--- src/sv/dmc_pkg.sv ---
// Package: constants, state type and control/status structs of the delta bit encoder.
package dmc_pkg;

    localparam int BLOCK_BYTES    = 64;
    localparam int STEP_FRAC_BITS = 16;

    localparam int SAMPLE_W   = 16;
    localparam int STEP_W     = 20;
    localparam int BYTE_W     = 8;
    localparam int BLOCK_BITS = BLOCK_BYTES * 8;
    localparam int CNT_W      = $clog2(BLOCK_BITS);
    localparam int POS_W      = ((STEP_FRAC_BITS > STEP_W) ? STEP_FRAC_BITS : STEP_W) + 1;

    localparam logic [POS_W-1:0]  ONE_POS    = POS_W'(1) << STEP_FRAC_BITS;
    localparam logic [STEP_W-1:0] MIN_STEP   = STEP_W'(ONE_POS >> 6);
    localparam logic [STEP_W-1:0] STEP_RESET = STEP_W'(ONE_POS);
    localparam logic [CNT_W-1:0]  BYTE_MASK  = ~CNT_W'(7);
    localparam logic [CNT_W:0]    BLOCK_END  = (CNT_W+1)'(BLOCK_BITS);
    localparam logic [CNT_W:0]    BYTE_BITS  = (CNT_W+1)'(8);

    typedef enum logic [1:0] {
        ST_IDLE,
        ST_BITS,
        ST_DRAIN,
        ST_FLUSH
    } t_state;

    typedef struct packed {
        logic load;
        logic clear;
        logic bit_en;
        logic frame_end;
        logic hold_out;
        logic flush_byte;
    } t_dp_cmd;

    typedef struct packed {
        logic pos_done;
        logic byte_full;
        logic hold_valid;
        logic out_free;
        logic blk_zero;
        logic flush_last;
    } t_dp_sts;

endpackage

--- src/sv/dmc_ctrl.sv ---
// Controller: sequences bit generation, frame end, held-byte drain and flush.
module dmc_ctrl import dmc_pkg::*; (
    input  logic    i_clk,
    input  logic    i_rst_n,
    input  logic    i_in_valid,
    input  logic    i_finish,
    input  t_dp_sts i_sts,
    output logic    o_in_ready,
    output t_dp_cmd o_cmd
);

    t_state r_state;
    t_state n_state;

    always_ff @(posedge i_clk) begin
        if (!i_rst_n) begin
            r_state <= ST_IDLE;
        end else begin
            r_state <= n_state;
        end
    end

    always_comb begin
        n_state    = r_state;
        o_cmd      = '0;
        o_in_ready = 1'b0;
        case (r_state)
            ST_IDLE: begin
                o_in_ready = 1'b1;
                if (i_in_valid) begin
                    if (i_finish) begin
                        n_state = ST_FLUSH;
                    end else begin
                        o_cmd.load = 1'b1;
                        n_state    = ST_BITS;
                    end
                end
            end
            ST_BITS: begin
                if (i_sts.pos_done) begin
                    o_cmd.frame_end = 1'b1;
                    n_state         = ST_DRAIN;
                end else if (!(i_sts.byte_full && i_sts.hold_valid && !i_sts.out_free)) begin
                    o_cmd.bit_en = 1'b1;
                end
            end
            ST_DRAIN: begin
                if (!i_sts.hold_valid) begin
                    n_state = ST_IDLE;
                end else if (i_sts.out_free) begin
                    o_cmd.hold_out = 1'b1;
                    n_state        = ST_IDLE;
                end
            end
            ST_FLUSH: begin
                if (i_sts.blk_zero) begin
                    o_cmd.clear = 1'b1;
                    n_state     = ST_IDLE;
                end else if (i_sts.out_free) begin
                    o_cmd.flush_byte = 1'b1;
                    if (i_sts.flush_last) begin
                        o_cmd.clear = 1'b1;
                        n_state     = ST_IDLE;
                    end
                end
            end
            default: begin
                n_state = ST_IDLE;
            end
        endcase
    end

endmodule

--- src/sv/dmc_dpath.sv ---
// Datapath: position accumulator, delta bit, byte packing, held byte and output register.
module dmc_dpath import dmc_pkg::*; (
    input  logic                       i_clk,
    input  logic                       i_rst_n,
    input  t_dp_cmd                    i_cmd,
    input  logic signed [SAMPLE_W-1:0] i_sample,
    input  logic                       i_cfg_we,
    input  logic [STEP_W-1:0]          i_cfg_wdata,
    input  logic                       i_out_ready,
    output t_dp_sts                    o_sts,
    output logic                       o_out_valid,
    output logic [BYTE_W-1:0]          o_out_byte,
    output logic                       o_out_last,
    output logic                       o_out_end
);

    logic [STEP_W-1:0]          r_step;
    logic signed [SAMPLE_W-1:0] r_cur;
    logic signed [SAMPLE_W-1:0] r_prev;
    logic                       r_last_bit;
    logic [POS_W-1:0]           r_pos;
    logic [CNT_W-1:0]           r_cnt;
    logic [BYTE_W-1:0]          r_shift;
    logic                       r_hold_vld;
    logic [BYTE_W-1:0]          r_hold;
    logic                       r_out_vld;
    logic [BYTE_W-1:0]          r_out_byte;
    logic                       r_out_last;
    logic                       r_out_end;

    logic [STEP_W-1:0] step_eff;
    logic              bit_val;
    logic [BYTE_W-1:0] shift_new;
    logic [CNT_W:0]    cnt_inc;
    logic [CNT_W-1:0]  cnt_next;
    logic [CNT_W:0]    flush_sum;
    logic              flush_last;
    logic              byte_done;
    logic              push_bit;

    always_comb begin
        step_eff = (r_step < MIN_STEP) ? MIN_STEP : r_step;
        if (r_cur < r_prev) begin
            bit_val = 1'b0;
        end else if (r_cur > r_prev) begin
            bit_val = 1'b1;
        end else begin
            bit_val = ~r_last_bit;
        end
        shift_new  = r_shift | (BYTE_W'(bit_val) << r_cnt[2:0]);
        cnt_inc    = {1'b0, r_cnt} + (CNT_W+1)'(1);
        cnt_next   = (cnt_inc == BLOCK_END) ? '0 : cnt_inc[CNT_W-1:0];
        flush_sum  = {1'b0, r_cnt & BYTE_MASK} + BYTE_BITS;
        flush_last = (flush_sum == BLOCK_END);
        byte_done  = i_cmd.bit_en && (&r_cnt[2:0]);
        push_bit   = byte_done && r_hold_vld;
    end

    assign o_sts.pos_done   = (r_pos >= ONE_POS);
    assign o_sts.byte_full  = &r_cnt[2:0];
    assign o_sts.hold_valid = r_hold_vld;
    assign o_sts.out_free   = !r_out_vld || i_out_ready;
    assign o_sts.blk_zero   = (r_cnt == '0);
    assign o_sts.flush_last = flush_last;

    always_ff @(posedge i_clk) begin
        if (!i_rst_n) begin
            r_step     <= STEP_RESET;
            r_prev     <= '0;
            r_last_bit <= 1'b0;
            r_pos      <= '0;
            r_cnt      <= '0;
            r_shift    <= '0;
            r_hold_vld <= 1'b0;
            r_out_vld  <= 1'b0;
        end else begin
            if (i_cfg_we) begin
                r_step <= i_cfg_wdata;
            end
            if (i_cmd.bit_en) begin
                r_prev     <= r_cur;
                r_last_bit <= bit_val;
                r_pos      <= r_pos + POS_W'(step_eff);
                r_cnt      <= cnt_next;
                r_shift    <= byte_done ? '0 : shift_new;
                if (byte_done) begin
                    r_hold_vld <= 1'b1;
                end
            end
            if (i_cmd.frame_end) begin
                r_pos <= r_pos - ONE_POS;
            end
            if (i_cmd.hold_out) begin
                r_hold_vld <= 1'b0;
            end
            if (i_cmd.flush_byte) begin
                r_cnt   <= flush_last ? '0 : flush_sum[CNT_W-1:0];
                r_shift <= '0;
            end
            if (i_cmd.clear) begin
                r_prev     <= '0;
                r_last_bit <= 1'b0;
                r_pos      <= '0;
                r_cnt      <= '0;
                r_shift    <= '0;
            end
            if (push_bit || i_cmd.hold_out || i_cmd.flush_byte) begin
                r_out_vld <= 1'b1;
            end else if (i_out_ready) begin
                r_out_vld <= 1'b0;
            end
        end
    end

    always_ff @(posedge i_clk) begin
        if (i_cmd.load) begin
            r_cur <= i_sample;
        end
        if (byte_done) begin
            r_hold <= shift_new;
        end
        if (push_bit) begin
            r_out_byte <= r_hold;
            r_out_last <= 1'b0;
            r_out_end  <= 1'b0;
        end else if (i_cmd.hold_out) begin
            r_out_byte <= r_hold;
            r_out_last <= 1'b1;
            r_out_end  <= 1'b0;
        end else if (i_cmd.flush_byte) begin
            r_out_byte <= r_shift;
            r_out_last <= flush_last;
            r_out_end  <= flush_last;
        end
    end

    assign o_out_valid = r_out_vld;
    assign o_out_byte  = r_out_byte;
    assign o_out_last  = r_out_last;
    assign o_out_end   = r_out_end;

endmodule

--- src/sv/dmc_delta_bit_encoder_core.sv ---
// Top level of the one-bit delta modulation encoder with fixed-point resampling.
// Input stream: s_axis_tdata carries a signed 16-bit audio frame, s_axis_tuser[0]
// marks a finish item (pad to a 64-byte boundary, flush, clear state).
// Output stream: m_axis_tdata is a packed byte of delta bits (first bit in bit 0),
// m_axis_tlast marks the last byte an input item causes, m_axis_tuser[0] marks
// the final padded byte of the stream.
// i_cfg_we/i_cfg_wdata write the Q4.16 step; write it only while the block is idle.
// A sample item is accepted, then yields one output bit per cycle (up to 64, set by
// the step against the 1.0 frame boundary) unless bit generation waits, then ends the
// frame and releases the held byte, if any. The shared bit step is the loop.
// The newest finished byte is held back until the frame ends so that tlast can be
// set on it; older bytes go to the output register as soon as it is free.
// A finish item is accepted, then emits one padded byte per cycle while the output register
// is free (up to 64), or just clears the state when no bits are pending.
// When the receiver stalls, the output register keeps its byte and bit generation waits once
// a byte completes with the held byte and the output register both full; nothing is dropped.
// Reset clears the FSM, counters and valid flags and sets the step to 1.0 frame per bit.
module dmc_delta_bit_encoder_core import dmc_pkg::*; (
    input  logic                i_clk,
    input  logic                i_rst_n,
    input  logic                s_axis_tvalid,
    output logic                s_axis_tready,
    input  logic [15:0]         s_axis_tdata,   // [15:0] sample
    input  logic [0:0]          s_axis_tuser,   // [0] finish
    output logic                m_axis_tvalid,
    input  logic                m_axis_tready,
    output logic [7:0]          m_axis_tdata,   // [7:0] data_byte
    output logic                m_axis_tlast,
    output logic [0:0]          m_axis_tuser,   // [0] stream_end
    input  logic                i_cfg_we,
    input  logic [STEP_W-1:0]   i_cfg_wdata
);

    t_dp_cmd cmd;
    t_dp_sts sts;

    dmc_ctrl u_ctrl (
        .i_clk      (i_clk),
        .i_rst_n    (i_rst_n),
        .i_in_valid (s_axis_tvalid),
        .i_finish   (s_axis_tuser[0]),
        .i_sts      (sts),
        .o_in_ready (s_axis_tready),
        .o_cmd      (cmd)
    );

    dmc_dpath u_dpath (
        .i_clk       (i_clk),
        .i_rst_n     (i_rst_n),
        .i_cmd       (cmd),
        .i_sample    ($signed(s_axis_tdata)),
        .i_cfg_we    (i_cfg_we),
        .i_cfg_wdata (i_cfg_wdata),
        .i_out_ready (m_axis_tready),
        .o_sts       (sts),
        .o_out_valid (m_axis_tvalid),
        .o_out_byte  (m_axis_tdata),
        .o_out_last  (m_axis_tlast),
        .o_out_end   (m_axis_tuser[0])
    );

endmodule

--- config.mk ---
export PLATFORM = sky130hd
export DESIGN_NAME = dmc_delta_bit_encoder_core
export DESIGN_NICKNAME = d
export VERILOG_FILES = /design/src/sv/dmc_pkg.sv /design/src/sv/dmc_ctrl.sv /design/src/sv/dmc_dpath.sv /design/src/sv/dmc_delta_bit_encoder_core.sv
export SDC_FILE = /design/constraint.sdc
export NUM_CORES = 1
export LEC_CHECK = 0
export BUFFER_PORTS_ARGS = -buffer_cell sky130_fd_sc_hd__buf_2
export CORE_MARGIN = 4
export CORE_UTILIZATION = 30
export CTS_BUF_LIST = sky130_fd_sc_hd__clkbuf_8
export CTS_CLUSTER_DIAMETER = 40
export DETAILED_ROUTE_END_ITERATION = 8
export GPL_ROUTABILITY_DRIVEN = 0
export GPL_TIMING_DRIVEN = 0
export PLACE_DENSITY = 0.59
export SETUP_SLACK_MARGIN = 0.5
export SYNTH_ARGS = -nofsm -noshare
export SYNTH_HDL_FRONTEND = slang
export SYNTH_HIERARCHICAL = 1
export SYNTH_SLANG_ARGS = --single-unit
export TNS_END_PERCENT = 50
--- constraint.sdc ---
create_clock -name i_clk -period 2.6 [get_ports i_clk]
set_clock_uncertainty 0.05 [all_clocks]
set_input_delay 0.13 -clock i_clk [delete_from_list [all_inputs] [get_ports i_clk]]
set_output_delay 0.13 -clock i_clk [all_outputs]
set_load 0.005 [all_outputs]
==> results.ini <==
[die]
fp.dieH_um = 149.3
die_area_um2 = 22280
core_um2 = 19530
fp.dieW_um = 149.3
io_pins = 54
start_util_pct = 30.67
rows = 51

[sta]
setup_viol = 21
hold_viol = 0
tightest_slew_ps = 791.5
fin_crit_sh_pct = 109.1
setup_slack_ps = -237.5
slew_headroom_pct = 47.23
rsz0062_at_grt = true
slew_viol_final = 0
period_needed_ps = 2837
max_freq_mhz = 352.4

[run_status]
violations = negative setup slack
status = finished, violations left

[yosys]
ys_ff_latch = 113
syn_nets = 752
synthArstFlopShare_pct = 0
synth_seq_area_share_pct = 43.13
synthTopCellsByArea = dfxtp_1, edfxtp_1, ha_1
synth-edff-count = 32
yosysTopAreaCell = dfxtp_1
yosysWarningCount = 6
ys.flop_type = dfxtp_1
synth_top_area_share_pct = 27.08
ys_types = 59
synth_cells = 667
syn_area_um2 = 5988
syn_area_per_cell_um2 = 8.978

[setup_path]
worst_setup_path_end_kind = flop
critPathMaxFanout = 7
startpoint_type = flop
ff2ff_path_depth = 13
critPathArrivalTime_ps = 3110
required_ps = 2870
worstSetupPathType = reg -> reg

[global_routing]
grt_pass1_wl_mm = 25.32
grt_pass1_vias = 5110
antenna_found_initial = 0
grt_max_degree = 17
met2_usage_pct = 22.31
grtUsageMet1_pct = 18.79
overflow = 0
grt_use_met3_pct = 3.494
gr-usage-all-layers_pct = 14.12
gr-max-usage-layer = met2

[pwr]
p_leak_nw = 3.497
internal-power_mw = 4.125
switching_power_mw = 2.125
swShare_pct = 34.00
power.density_nw_per_um2 = 706.3
p_seq_share_pct = 34.6
power.share.clock_pct = 26.6
peakVddDrop_v = 0.0004017
p_comb_share_pct = 38.8

[clock_network]
cts_htree_levels = 4
insertion_delay_ps = 440
cts.sinks = 113
cts_buffer_depth = 2
path_clk_slew_ps = 70
cts_tree = done
cts_buffers = 17
cts_root_buffer = clkbuf_8

[final_layout]
finalNonFillerCells = 1100
area_growth_pct = 47.74
antenna_cells = 0
drive_above_1_share_pct = 34.37
nNetsFinal = 907

[hold_path]
hold_path_class = in -> reg
hold_depth = 3

[routing]
wl_per_cell_um = 14.10
final_antenna_net_count = 0
viasPerCell = 4.720
drc = 0
drt_iter0_drc = 250
routed_wl_mm = 15.51
vias = 5192
dr.pass1.iters = 4

[placed_design]
dpl_worst_slack_ps = -434.6
dp_hpwl_mm = 10.21
placed_cells = 985
port_buffers = 52

[job]
max-cap-violations = 0

-- layout make-up --
class	instances	area [µm²]
Buffer	42	370.4
Clock buffer	17	234.0
Clock inverter	15	160.2
Fill cell	1874	10680
Inverter	32	123.9
Multi-Input combinational cell	480	3887
Sequential cell	113	2597
Tap cell	265	331.6
Timing Repair Buffer	136	1142
-- worst max-delay path, cell delays in order, from the launching register on --
cell      delay (ps)
dfxtp_4          360
nor4_4           270
nand3_2          180
clkbuf_8         200
and2_1           140
ha_1             290
buf_6            140
a21oi_2          130
o21ai_2          100
a311o_1          330
a21oi_2          160
o21bai_1         110
mux2i_1          180
nand2_1           80
-- cell usage in the layout (no fill, tap or decap), drive strengths merged, types with 9 or more instances in the layout --
cell type	instances
xnor2	13
dlygate4sd3	39
dfxtp	81
nand3	9
a31oi	10
a21oi	44
o21bai	9
nand4	13
ha	42
and2	10
a21o	13
nand2	89
nor2	73
mux2i	40
clkbuf	44
nor3	18
o21ai	25
inv	35
edfxtp	32
buf	112
-- logic make-up (layout without fill, tap and decap cells) --
logic type,count (synthesis),count (layout),synth area share [%]
and+or+nand+nor,247,247,18.89
muxes,40,40,6.686
AOI/OAI and AO/OA,130,130,13.96
xor gates and xnor gates,20,20,2.925
DFF,113,113,43.13
adders and majority gates,43,43,9.110
buffers and inverters,74,242,5.307
-- power groups by stage --
stage / sequential, mW / combinational [mW] / clock, mW
3_3_place_gp: 2.17 / 1.58 / 0
4_1_cts: 2.16 / 2.15 / 1.72
5_1_grt: 2.19 / 2.65 / 1.80
3_5_place_dp: 2.17 / 1.61 / 0
6_report: 2.16 / 2.42 / 1.66
2_1_floorplan: 2.13 / 1.24 / 0
-- per-layer routing --
layer	vias to the layer above	share of wire (%)	wire, µm
met5	-	0	0
met4	0	1.8	285
met3	21	3.2	502
met2	91	47	7242
met1	2420	48	7475
li1	2660	-	-
-- cells in the mapped netlist, drive strengths merged (2+ instances only) --
master,number
nor2b,5
nor4b,3
nor3,18
a31oi,10
nand2,89
nor4,7
ha,42
and2,10
inv,32
a221oi,2
nand3,9
o22ai,3
o21bai,9
or3,4
nor2,73
and3,3
xnor2,13
or3b,2
a21o,13
nand2b,7
buf,21
dfxtp,81
mux2i,40
edfxtp,32
o21a,2
a211oi,5
nand4,13
o21ai,25
a21oi,44
and4b,2
a211o,3
clkbuf,21
xor2,7
-- per-stage QoR --
| stage | instance area (µm²) | TNS [ps] | utilization [%] | hold WS (ps) | total power, mW |
|---|---|---|---|---|---|
| 2_1_floorplan | 6190 | 0 | - | 141.9 | 3.371 |
| 3_3_place_gp | 6782 | -16660 | 34.73 | 258.5 | 3.751 |
| 3_5_place_dp | 6802 | -16820 | 34.83 | 258.1 | 3.782 |
| 4_1_cts | 8413 | -3291 | 43.09 | 20.40 | 6.029 |
| 5_1_grt | 8847 | -7429 | 45.31 | 78.30 | 6.638 |
| 6_report | 8847 | -2238 | 45.31 | 85.92 | 6.249 |
-- worst paths after layout --
check                                                      from                          endpoint  slack (ps)
worst min register to register   u_dpath/o_out_end$_SDFFE_PP0P_    u_dpath/o_out_end$_SDFFE_PP0P_         420
worst max-delay path            u_dpath/r_step[15]$_SDFFE_PN0P_    u_dpath/r_pos[16]$_SDFFE_PP0P_        -240
worst max register to register  u_dpath/r_step[15]$_SDFFE_PN0P_    u_dpath/r_pos[16]$_SDFFE_PP0P_        -240
worst min-delay path                              m_axis_tready  u_dpath/o_out_valid$_SDFFE_PN0P_          90
-- timing repair --
item,CTS,global route
gates resized for setup,117,71
buffers inserted,31,8
hold endpoints to repair,40,0
setup endpoints to repair,91,91
hold buffers,39,0
gates cloned,2,3
pin swaps,69,46
-- flip-flops by register name, indices dropped and copies added (netlist names) --
name,flops
u_dpath/r_hold_vld,1
u_dpath/r_cur,16
u_dpath/r_hold,8
u_dpath/o_out_valid,1
u_dpath/o_out_end,1
u_dpath/r_step,20
u_ctrl/r_state,2
u_dpath/r_last_bit,1
u_dpath/r_prev,16
u_dpath/o_out_last,1
u_dpath/r_pos,21
u_dpath/o_out_byte,8
u_dpath/r_cnt,9
u_dpath/r_shift,8
(Power assumes the default switching activity.)
